File: config.mk
export PLATFORM = sky130hd
export DESIGN_NAME = pci_bus_scan_class_match_flat
export DESIGN_NICKNAME = d
export VERILOG_FILES = /design/src/rtl/pbscm_pkg.sv /design/src/rtl/pbscm_in_if.sv /design/src/rtl/pbscm_out_if.sv /design/src/rtl/pbscm_cfg.sv /design/src/rtl/pbscm_walk.sv /design/src/rtl/pci_bus_scan_class_match.sv /design/src/flat_wrapper.sv
export SDC_FILE = /design/constraint.sdc
export NUM_CORES = 1
export LEC_CHECK = 0
export BUFFER_PORTS_ARGS = -buffer_cell sky130_fd_sc_hd__buf_2
export CAP_MARGIN = 20
export CORE_MARGIN = 8
export CORE_UTILIZATION = 25
export DETAILED_ROUTE_END_ITERATION = 6
export PLACE_DENSITY = 0.45
export SLEW_MARGIN = 20
export SYNTH_ARGS = -nofsm -noshare
export SYNTH_HDL_FRONTEND = slang
export SYNTH_SLANG_ARGS = --single-unit
File: constraint.sdc
create_clock -name clk -period 5.9 [get_ports clk]
set_input_delay 0.295 -clock clk [delete_from_list [all_inputs] [get_ports clk]]
set_output_delay 0.295 -clock clk [all_outputs]
set_load 0.1 [all_outputs]
File: src/rtl/pbscm_pkg.sv
// pbscm_pkg: shared types, constants and helpers for the pci bus scan block
`timescale 1ns / 1ps
package pbscm_pkg;

  // scan extent
  localparam int SLOTS     = 32;
  localparam int FUNCTIONS = 8;

  localparam int SLOT_W = 5;
  localparam int FUNC_W = 3;

  // configuration register indexes
  localparam logic [7:0] CFG_BUS_NUMBER      = 8'd0;
  localparam logic [7:0] CFG_MATCH_CLASS     = 8'd1;
  localparam logic [7:0] CFG_MATCH_SUBCLASS  = 8'd2;
  localparam logic [7:0] CFG_MATCH_INTERFACE = 8'd3;

  // configuration register reset values
  localparam logic [7:0] RST_BUS_NUMBER      = 8'h00;
  localparam logic [7:0] RST_MATCH_CLASS     = 8'h0C;
  localparam logic [7:0] RST_MATCH_SUBCLASS  = 8'h03;
  localparam logic [7:0] RST_MATCH_INTERFACE = 8'h30;

  // config space register offsets
  localparam logic [7:0] REG_ID     = 8'h00;
  localparam logic [7:0] REG_CLASS  = 8'h08;
  localparam logic [7:0] REG_HEADER = 8'h0C;
  localparam logic [7:0] REG_BAR0   = 8'h10;
  localparam logic [7:0] REG_BAR1   = 8'h14;

  localparam logic [15:0] VENDOR_NONE_HI = 16'hFFFF;
  localparam logic [15:0] VENDOR_NONE_LO = 16'h0000;
  localparam logic [31:0] BAR_MASK       = 32'hFFFF_FFF0;
  localparam logic [31:0] CFG_ENABLE     = 32'h8000_0000;

  typedef enum logic {
    KIND_START = 1'b0,
    KIND_DATA  = 1'b1
  } kind_t;

  typedef enum logic [1:0] {
    RK_READ    = 2'd0,
    RK_FOUND   = 2'd1,
    RK_NONE    = 2'd2,
    RK_IGNORED = 2'd3
  } rk_t;

  typedef struct packed {
    logic [7:0] bus_number;
    logic [7:0] match_class;
    logic [7:0] match_subclass;
    logic [7:0] match_interface;
  } cfg_t;

  typedef struct packed {
    rk_t         result_kind;
    logic [31:0] config_address;
    logic [15:0] vendor_id;
    logic [15:0] device_id;
    logic [63:0] base_address;
  } res_t;

  // mechanism 1 address word
  function automatic logic [31:0] make_addr(input logic [7:0]        bus,
                                            input logic [SLOT_W-1:0] slot,
                                            input logic [FUNC_W-1:0] fn,
                                            input logic [7:0]        offs);
    make_addr = CFG_ENABLE | {8'h00, bus, slot, fn, offs & 8'hFC};
  endfunction

endpackage

File: src/rtl/pbscm_in_if.sv
// pbscm_in_if: input channel carrying start items and returned config dwords
`timescale 1ns / 1ps
interface pbscm_in_if;
  logic        valid;
  logic        ready;
  logic        kind;
  logic [31:0] read_data;

  modport source (output valid, output kind, output read_data, input ready);
  modport sink   (input valid, input kind, input read_data, output ready);
endinterface

File: src/rtl/pbscm_out_if.sv
// pbscm_out_if: result channel carrying read requests and scan reports
`timescale 1ns / 1ps
interface pbscm_out_if;
  logic        valid;
  logic        ready;
  logic [1:0]  result_kind;
  logic [31:0] config_address;
  logic [15:0] vendor_id;
  logic [15:0] device_id;
  logic [63:0] base_address;

  modport source (output valid, output result_kind, output config_address,
                  output vendor_id, output device_id, output base_address,
                  input ready);
  modport sink   (input valid, input result_kind, input config_address,
                  input vendor_id, input device_id, input base_address,
                  output ready);
endinterface

File: src/rtl/pbscm_cfg.sv
// pbscm_cfg: configuration register file for bus number and class match
`timescale 1ns / 1ps
module pbscm_cfg (
  input  logic                clk,
  input  logic                rst_n,
  input  logic                cfg_we,
  input  logic [7:0]          cfg_index,
  input  logic [7:0]          cfg_wdata,
  output pbscm_pkg::cfg_t     cfg
);

  pbscm_pkg::cfg_t cfg_r;

  always_ff @(posedge clk) begin
    if (!rst_n) begin
      cfg_r.bus_number      <= pbscm_pkg::RST_BUS_NUMBER;
      cfg_r.match_class     <= pbscm_pkg::RST_MATCH_CLASS;
      cfg_r.match_subclass  <= pbscm_pkg::RST_MATCH_SUBCLASS;
      cfg_r.match_interface <= pbscm_pkg::RST_MATCH_INTERFACE;
    end else if (cfg_we) begin
      case (cfg_index)
        pbscm_pkg::CFG_BUS_NUMBER:      cfg_r.bus_number      <= cfg_wdata;
        pbscm_pkg::CFG_MATCH_CLASS:     cfg_r.match_class     <= cfg_wdata;
        pbscm_pkg::CFG_MATCH_SUBCLASS:  cfg_r.match_subclass  <= cfg_wdata;
        pbscm_pkg::CFG_MATCH_INTERFACE: cfg_r.match_interface <= cfg_wdata;
        default: ;
      endcase
    end
  end

  assign cfg = cfg_r;

endmodule

File: src/rtl/pbscm_walk.sv
// pbscm_walk: scan state machine, one transition per accepted item
`timescale 1ns / 1ps
module pbscm_walk (
  input  logic                clk,
  input  logic                rst_n,
  input  logic                step_en,
  input  logic                kind,
  input  logic [31:0]         read_data,
  input  pbscm_pkg::cfg_t     cfg,
  output pbscm_pkg::res_t     res
);

  typedef enum logic [2:0] {
    PH_IDLE = 3'd0,
    PH_VID  = 3'd1,
    PH_CC   = 3'd2,
    PH_BAR0 = 3'd3,
    PH_BAR1 = 3'd4,
    PH_HDR  = 3'd5
  } phase_t;

  phase_t                         phase_r,  phase_nxt;
  logic [pbscm_pkg::SLOT_W-1:0]   slot_r,   slot_nxt;
  logic [pbscm_pkg::FUNC_W-1:0]   func_r,   func_nxt;
  logic [31:0]                    id_r,     id_nxt;
  logic [31:0]                    base_r,   base_nxt;

  logic [pbscm_pkg::SLOT_W:0]     slot_inc;
  logic [pbscm_pkg::FUNC_W:0]     func_inc;
  logic                           last_slot, last_func;
  logic                           class_hit, vendor_none;
  logic                           adv_func, adv_slot, req;
  logic [7:0]                     req_reg;
  logic [31:0]                    bar_low;

  assign slot_inc    = {1'b0, slot_r} + 1'b1;
  assign func_inc    = {1'b0, func_r} + 1'b1;
  assign last_slot   = slot_inc >= (pbscm_pkg::SLOT_W + 1)'(pbscm_pkg::SLOTS);
  assign last_func   = func_inc >= (pbscm_pkg::FUNC_W + 1)'(pbscm_pkg::FUNCTIONS);
  assign class_hit   = (read_data[31:24] == cfg.match_class)
                    && (read_data[23:16] == cfg.match_subclass)
                    && (read_data[15:8]  == cfg.match_interface);
  assign vendor_none = (read_data[15:0] == pbscm_pkg::VENDOR_NONE_HI)
                    || (read_data[15:0] == pbscm_pkg::VENDOR_NONE_LO);
  assign bar_low     = read_data & pbscm_pkg::BAR_MASK;

  always_comb begin
    phase_nxt = phase_r;
    slot_nxt  = slot_r;
    func_nxt  = func_r;
    id_nxt    = id_r;
    base_nxt  = base_r;
    adv_func  = 1'b0;
    adv_slot  = 1'b0;
    req       = 1'b0;
    req_reg   = pbscm_pkg::REG_ID;
    res       = '0;
    res.result_kind = pbscm_pkg::RK_IGNORED;

    if (kind == pbscm_pkg::KIND_START) begin
      slot_nxt  = '0;
      func_nxt  = '0;
      id_nxt    = '0;
      base_nxt  = '0;
      req       = 1'b1;
      phase_nxt = PH_VID;
    end else begin
      case (phase_r)
        PH_VID: begin
          if (vendor_none) begin
            adv_slot = 1'b1;
          end else begin
            id_nxt    = read_data;
            req       = 1'b1;
            req_reg   = pbscm_pkg::REG_CLASS;
            phase_nxt = PH_CC;
          end
        end
        PH_CC: begin
          if (class_hit) begin
            req       = 1'b1;
            req_reg   = pbscm_pkg::REG_BAR0;
            phase_nxt = PH_BAR0;
          end else if (func_r == '0) begin
            req       = 1'b1;
            req_reg   = pbscm_pkg::REG_HEADER;
            phase_nxt = PH_HDR;
          end else begin
            adv_func = 1'b1;
          end
        end
        PH_BAR0: begin
          base_nxt = bar_low;
          if (read_data[2]) begin
            req       = 1'b1;
            req_reg   = pbscm_pkg::REG_BAR1;
            phase_nxt = PH_BAR1;
          end else begin
            phase_nxt        = PH_IDLE;
            res.result_kind  = pbscm_pkg::RK_FOUND;
            res.vendor_id    = id_r[15:0];
            res.device_id    = id_r[31:16];
            res.base_address = {32'h0, bar_low};
          end
        end
        PH_BAR1: begin
          phase_nxt        = PH_IDLE;
          res.result_kind  = pbscm_pkg::RK_FOUND;
          res.vendor_id    = id_r[15:0];
          res.device_id    = id_r[31:16];
          res.base_address = {read_data, base_r};
        end
        PH_HDR: begin
          if (read_data[31]) adv_func = 1'b1;
          else               adv_slot = 1'b1;
        end
        default: begin
          phase_nxt = PH_IDLE;
        end
      endcase

      // move on to the next function, or the next slot past the last one
      if (adv_func) begin
        if (last_func) begin
          adv_slot = 1'b1;
        end else begin
          func_nxt  = func_inc[pbscm_pkg::FUNC_W-1:0];
          req       = 1'b1;
          phase_nxt = PH_VID;
        end
      end
      if (adv_slot) begin
        if (last_slot) begin
          phase_nxt       = PH_IDLE;
          res.result_kind = pbscm_pkg::RK_NONE;
        end else begin
          slot_nxt  = slot_inc[pbscm_pkg::SLOT_W-1:0];
          func_nxt  = '0;
          req       = 1'b1;
          phase_nxt = PH_VID;
        end
      end
    end

    if (req) begin
      res.result_kind    = pbscm_pkg::RK_READ;
      res.config_address = pbscm_pkg::make_addr(cfg.bus_number, slot_nxt,
                                                 func_nxt, req_reg);
    end
  end

  always_ff @(posedge clk) begin
    if (!rst_n) begin
      phase_r <= PH_IDLE;
      slot_r  <= '0;
      func_r  <= '0;
      id_r    <= '0;
      base_r  <= '0;
    end else if (step_en) begin
      phase_r <= phase_nxt;
      slot_r  <= slot_nxt;
      func_r  <= func_nxt;
      id_r    <= id_nxt;
      base_r  <= base_nxt;
    end
  end

endmodule

File: src/rtl/pci_bus_scan_class_match.sv
// pci_bus_scan_class_match: top level of the pci config space class scanner
`timescale 1ns / 1ps
// timing: an input transfer's result appears in the output register in the next cycle
// throughput: one item per cycle while out_ch is ready, one result per item, set by the single
//   output register that drains and refills in the same cycle
// reset: synchronous active-low rst_n returns the walk to idle, clears the
//   output valid flag and loads the match registers with class 0c/03/30, bus 0
module pci_bus_scan_class_match (
  input  logic        clk,
  input  logic        rst_n,
  pbscm_in_if.sink    in_ch,
  pbscm_out_if.source out_ch,
  input  logic        cfg_we,
  input  logic [7:0]  cfg_index,
  input  logic [7:0]  cfg_wdata
);

  pbscm_pkg::cfg_t cfg;
  pbscm_pkg::res_t res;
  pbscm_pkg::res_t res_r;
  logic            out_valid_r;
  logic            in_xfer;

  // match and bus registers
  pbscm_cfg u_cfg (
    .clk       (clk),
    .rst_n     (rst_n),
    .cfg_we    (cfg_we),
    .cfg_index (cfg_index),
    .cfg_wdata (cfg_wdata),
    .cfg       (cfg)
  );

  // accept whenever the output register is empty or being drained this cycle
  assign in_ch.ready = !out_valid_r || out_ch.ready;
  assign in_xfer     = in_ch.valid && in_ch.ready;

  // scan walk: state advances only on an input transfer
  pbscm_walk u_walk (
    .clk       (clk),
    .rst_n     (rst_n),
    .step_en   (in_xfer),
    .kind      (in_ch.kind),
    .read_data (in_ch.read_data),
    .cfg       (cfg),
    .res       (res)
  );

  // output register, exactly one result per accepted item
  always_ff @(posedge clk) begin
    if (!rst_n) begin
      out_valid_r <= 1'b0;
    end else if (in_xfer) begin
      out_valid_r <= 1'b1;
    end else if (out_ch.ready) begin
      out_valid_r <= 1'b0;
    end
  end

  // payload needs no reset, only loads on a transfer
  always_ff @(posedge clk) begin
    if (in_xfer) begin
      res_r <= res;
    end
  end

  assign out_ch.valid          = out_valid_r;
  assign out_ch.result_kind    = res_r.result_kind;
  assign out_ch.config_address = res_r.config_address;
  assign out_ch.vendor_id      = res_r.vendor_id;
  assign out_ch.device_id      = res_r.device_id;
  assign out_ch.base_address   = res_r.base_address;

endmodule
File: src/flat_wrapper.sv
// flat-port wrapper written by rule: the top's interface ports become plain ports
module pci_bus_scan_class_match_flat 
  (clk, rst_n, cfg_we, cfg_index, cfg_wdata, in_ch_valid, in_ch_kind, in_ch_read_data, in_ch_ready, out_ch_valid, out_ch_result_kind, out_ch_config_address, out_ch_vendor_id, out_ch_device_id, out_ch_base_address, out_ch_ready);
  pbscm_in_if in_ch_i ();
  pbscm_out_if out_ch_i ();
  input  logic clk;
  input  logic rst_n;
  input  logic cfg_we;
  input  logic [7:0] cfg_index;
  input  logic [7:0] cfg_wdata;
  input wire logic [$bits(in_ch_i.valid)-1:0] in_ch_valid;
  input wire logic [$bits(in_ch_i.kind)-1:0] in_ch_kind;
  input wire logic [$bits(in_ch_i.read_data)-1:0] in_ch_read_data;
  output wire logic [$bits(in_ch_i.ready)-1:0] in_ch_ready;
  output wire logic [$bits(out_ch_i.valid)-1:0] out_ch_valid;
  output wire logic [$bits(out_ch_i.result_kind)-1:0] out_ch_result_kind;
  output wire logic [$bits(out_ch_i.config_address)-1:0] out_ch_config_address;
  output wire logic [$bits(out_ch_i.vendor_id)-1:0] out_ch_vendor_id;
  output wire logic [$bits(out_ch_i.device_id)-1:0] out_ch_device_id;
  output wire logic [$bits(out_ch_i.base_address)-1:0] out_ch_base_address;
  input wire logic [$bits(out_ch_i.ready)-1:0] out_ch_ready;
  assign in_ch_i.valid = in_ch_valid;
  assign in_ch_i.kind = in_ch_kind;
  assign in_ch_i.read_data = in_ch_read_data;
  assign in_ch_ready = in_ch_i.ready;
  assign out_ch_valid = out_ch_i.valid;
  assign out_ch_result_kind = out_ch_i.result_kind;
  assign out_ch_config_address = out_ch_i.config_address;
  assign out_ch_vendor_id = out_ch_i.vendor_id;
  assign out_ch_device_id = out_ch_i.device_id;
  assign out_ch_base_address = out_ch_i.base_address;
  assign out_ch_i.ready = out_ch_ready;
  pci_bus_scan_class_match u_core (.clk(clk), .rst_n(rst_n), .in_ch(in_ch_i), .out_ch(out_ch_i), .cfg_we(cfg_we), .cfg_index(cfg_index), .cfg_wdata(cfg_wdata));
endmodule
==> flow_metrics.tcl <==
set metrics [dict create \
    antenna_found_initial 3 \
    run_status "complete, no violations" \
    mostFrequentLayoutCells "buf_2 (168), edfxtp_1 (114), dfxtp_1 (104)" \
    ys_async_sr_fraction 0 \
    period_needed_ns 2.65 \
    crit_path_end_kind "flop" \
    maxSlewViolCount 0 \
    dr.pass1.iters 5 \
    layout_commonest_cell "buf_2" \
    cts_buffer_depth 3 \
    maxCapViolations 0 \
    hp-class "input pin to flop" \
    vias 6675 \
    final_nets 1017 \
    worstSetupPathType "flop to flop" \
    maxSlewHeadroom 0.365 \
    max_freq_mhz 378 \
    post_cts_resize_count 0 \
    hold_path_depth 3 \
    worst_setup_path_start_kind "flop" \
    start_util 0.254 \
    finalSetupViolCount 0 \
    cts_buffers 26 \
    die_x_um 209 \
    hold_viol 0 \
    area_growth_pct 21.9 \
    synth_cell_type_count 56 \
    finClkSkew_ns 0.00842 \
    fin_tns_setup_ns 0 \
    std_cell_rows 70 \
    hold_ws_ns 0.0347 \
    ir_drop_v 0.000175 \
    drc 0 \
    cp_slowest_stage_delay_ns 0.84 \
    synth-main-ff-cell "edfxtp_1" \
    rsz0062_at_grt "false" \
    critical_path.max_fanout 69 \
    ant_nets 0 \
    p_total_w 0.00375 \
    crit_required_ns 6.04 \
    drt-total-wl_um 28800 \
    portBuffers 169 \
    cts_hold_buffers 0 \
    grt_max_degree 92 \
    grt_overflow_total 0 \
    fin_util 0.310 \
    ys_warn_count 0 \
    die_area_um2 43700 \
    synth_area_um2 9310 \
    reg2reg_to "u_core.out_ch.base_address[10]" \
    htree_levels 1 \
    whs_endpoint "u_core.out_ch.valid" \
    fillCellCount 3808 \
    critPathSlowestCell "buf_4" \
    r2r_start "u_core.out_ch.valid" \
    regToRegSetupSlack_ns 3.25 \
    power.density_nw_per_um2 331 \
    min_from "in_ch_valid" \
    coreArea_um2 36600 \
    drt_iter0_drc 297 \
    dp_hpwl_um 19000 \
    num_io_pins 186 \
    clock-sinks 218 \
    insertion_delay_ns 0.53 \
    viasPerCell 4.60 \
    postSynthCellCount 815 \
    cts_setup_buffers 0 \
    synth_area_per_cell_um2 11.4 \
    worstPathArrival_ns 2.79 \
    die_y_um 209 \
    reg2regPathDepth 4 \
    cts-root-buf "clkbuf_16" \
    avgRoutedWirePerCell_um 19.9 \
    ys_ff_latch 218 \
    synth-edff-count 114 \
    synth_seq_area_share 0.591 \
    routabilityCongestion 0.724 \
    cts_tree "yes" \
    leakage_nw 4.46 \
    grt_pass1_vias 6890 \
    worstMarginPinSlew_ns 0.952 \
    worstPathCellList "nand2b_1, nand2_1, inv_4, buf_4" \
    clkTransAtPathRegs_ns 0.06 \
    drive_gt1_frac 0.244 \
    post-route-period-util 0.449 \
    track_usage 0.127 \
    grt_pass1_wl_um 43800 \
]
stage by stage:
stage               setup WS, ns  instance area (um^2)  std cells
floorplan                   1.38                  9370        830
global placement            2.89                 10500       1400
detailed placement          3.08                 10500       1400
CTS                         3.19                 11400       1448
global route                3.03                 11400       1449
finish                      3.25                 11400       1450
registers in the layout, summed over array words and instances, names as in the netlist:
| signal | count |
|---|---|
| u_core.out_ch.base_address | 60 |
| u_core.u_cfg.cfg | 32 |
| u_core.u_walk.id_r | 32 |
| u_core.u_walk.base_r | 28 |
| u_core.out_ch.config_address | 20 |
| u_core.out_ch.device_id | 16 |
| u_core.out_ch.vendor_id | 16 |
| u_core.u_walk.slot_r | 5 |
| u_core.u_walk.func_r | 3 |
| u_core.u_walk.phase_r | 3 |
| u_core.out_ch.result_kind | 2 |
| u_core.out_ch.valid | 1 |
metal layers:
layer  routed length, um  track usage  up-vias
li1                    -            -     3227
met1               13500        0.175     3228
met2               13000        0.199      185
met3                1860       0.0323       33
met4                 406       0.0275        2
met5                  13            0        -
synthesized netlist by cell type, types with 2 or more instances:
cell | count | area [um^2]
a211oi_1 | 4 | 30.0
a21boi_0 | 61 | 458
a21oi_1 | 10 | 50.1
a311oi_1 | 5 | 43.8
a31oi_1 | 4 | 25.0
a32o_1 | 28 | 280
and2_1 | 44 | 275
and3_1 | 39 | 244
and4_1 | 2 | 17.5
buf_1 | 3 | 11.3
buf_2 | 6 | 30.0
buf_4 | 17 | 128
buf_6 | 2 | 22.5
clkbuf_1 | 46 | 173
clkbuf_2 | 3 | 15.0
dfxtp_1 | 104 | 2080
edfxtp_1 | 114 | 3420
ha_1 | 3 | 37.5
inv_1 | 7 | 26.3
mux2i_1 | 34 | 340
nand2_1 | 80 | 300
nand2b_1 | 5 | 31.3
nand3_1 | 68 | 340
nand3b_1 | 2 | 15.0
nand4_1 | 10 | 62.6
nor2_1 | 16 | 60.1
nor2b_1 | 30 | 188
nor3_1 | 4 | 20.0
nor3b_1 | 4 | 30.0
nor4_1 | 6 | 37.5
nor4_2 | 3 | 37.5
o21ai_0 | 4 | 20.0
o22a_1 | 2 | 17.5
xnor2_1 | 23 | 201
report_power, final:
part | internal (W) | switching, W | total [W]
Clock | 0.000918 | 0.000641 | 0.00156
Sequential | 0.00165 | 0.0000215 | 0.00167
Combinational | 0.0000728 | 0.000456 | 0.000528
Total | 0.00264 | 0.00112 | 0.00375
how the worst max path moves through the flow:
stage	from	slack (ns)	end
2_1_floorplan	u_core.out_ch.valid	1.38	u_core.u_walk.func_r[0]
3_3_place_gp	in_ch_kind	2.89	u_core.out_ch.base_address[22]
3_5_place_dp	in_ch_read_data[13]	3.08	u_core.out_ch.config_address[12]
4_1_cts	u_core.out_ch.valid	3.19	u_core.out_ch.base_address[5]
5_1_grt	u_core.out_ch.valid	3.03	u_core.out_ch.base_address[10]
6_report	u_core.out_ch.valid	3.25	u_core.out_ch.base_address[10]
cells by family after synthesis:
group,count (synthesis),synth area share
flip-flops,218,0.591
multiplexers,34,0.0365
buffers and inverters,84,0.0435
adder cells (fa/ha/maj),3,0.00403
AO/OA/AOI/OAI,133,0.115
other,1,0.000403
AND/OR/NAND/NOR,318,0.186
XOR/XNOR,24,0.0234
final cells by class:
| type | instances | area (um^2) | share of cell area |
|---|---|---|---|
| sequential | 218 | 5510 | 0.485 |
| clock inverter | 10 | 78.8 | 0.00694 |
| inverter | 7 | 28.8 | 0.00253 |
| multi-input combinational | 528 | 3480 | 0.307 |
| clock buffer | 38 | 747 | 0.0658 |
| antenna | 2 | 5.00 | 0.000441 |
| tap | 468 | 586 | 0.0516 |
| timing repair buffer | 179 | 923 | 0.0813 |
critical path: cells and delay by family, from the launching register on:
family,cells,cell delay [ns]
and+or+nand+nor,2,0.34
DFF,1,0.31
buffers and inverters,2,1.50
No activity file was read; power rests on OpenSTA's default activity.
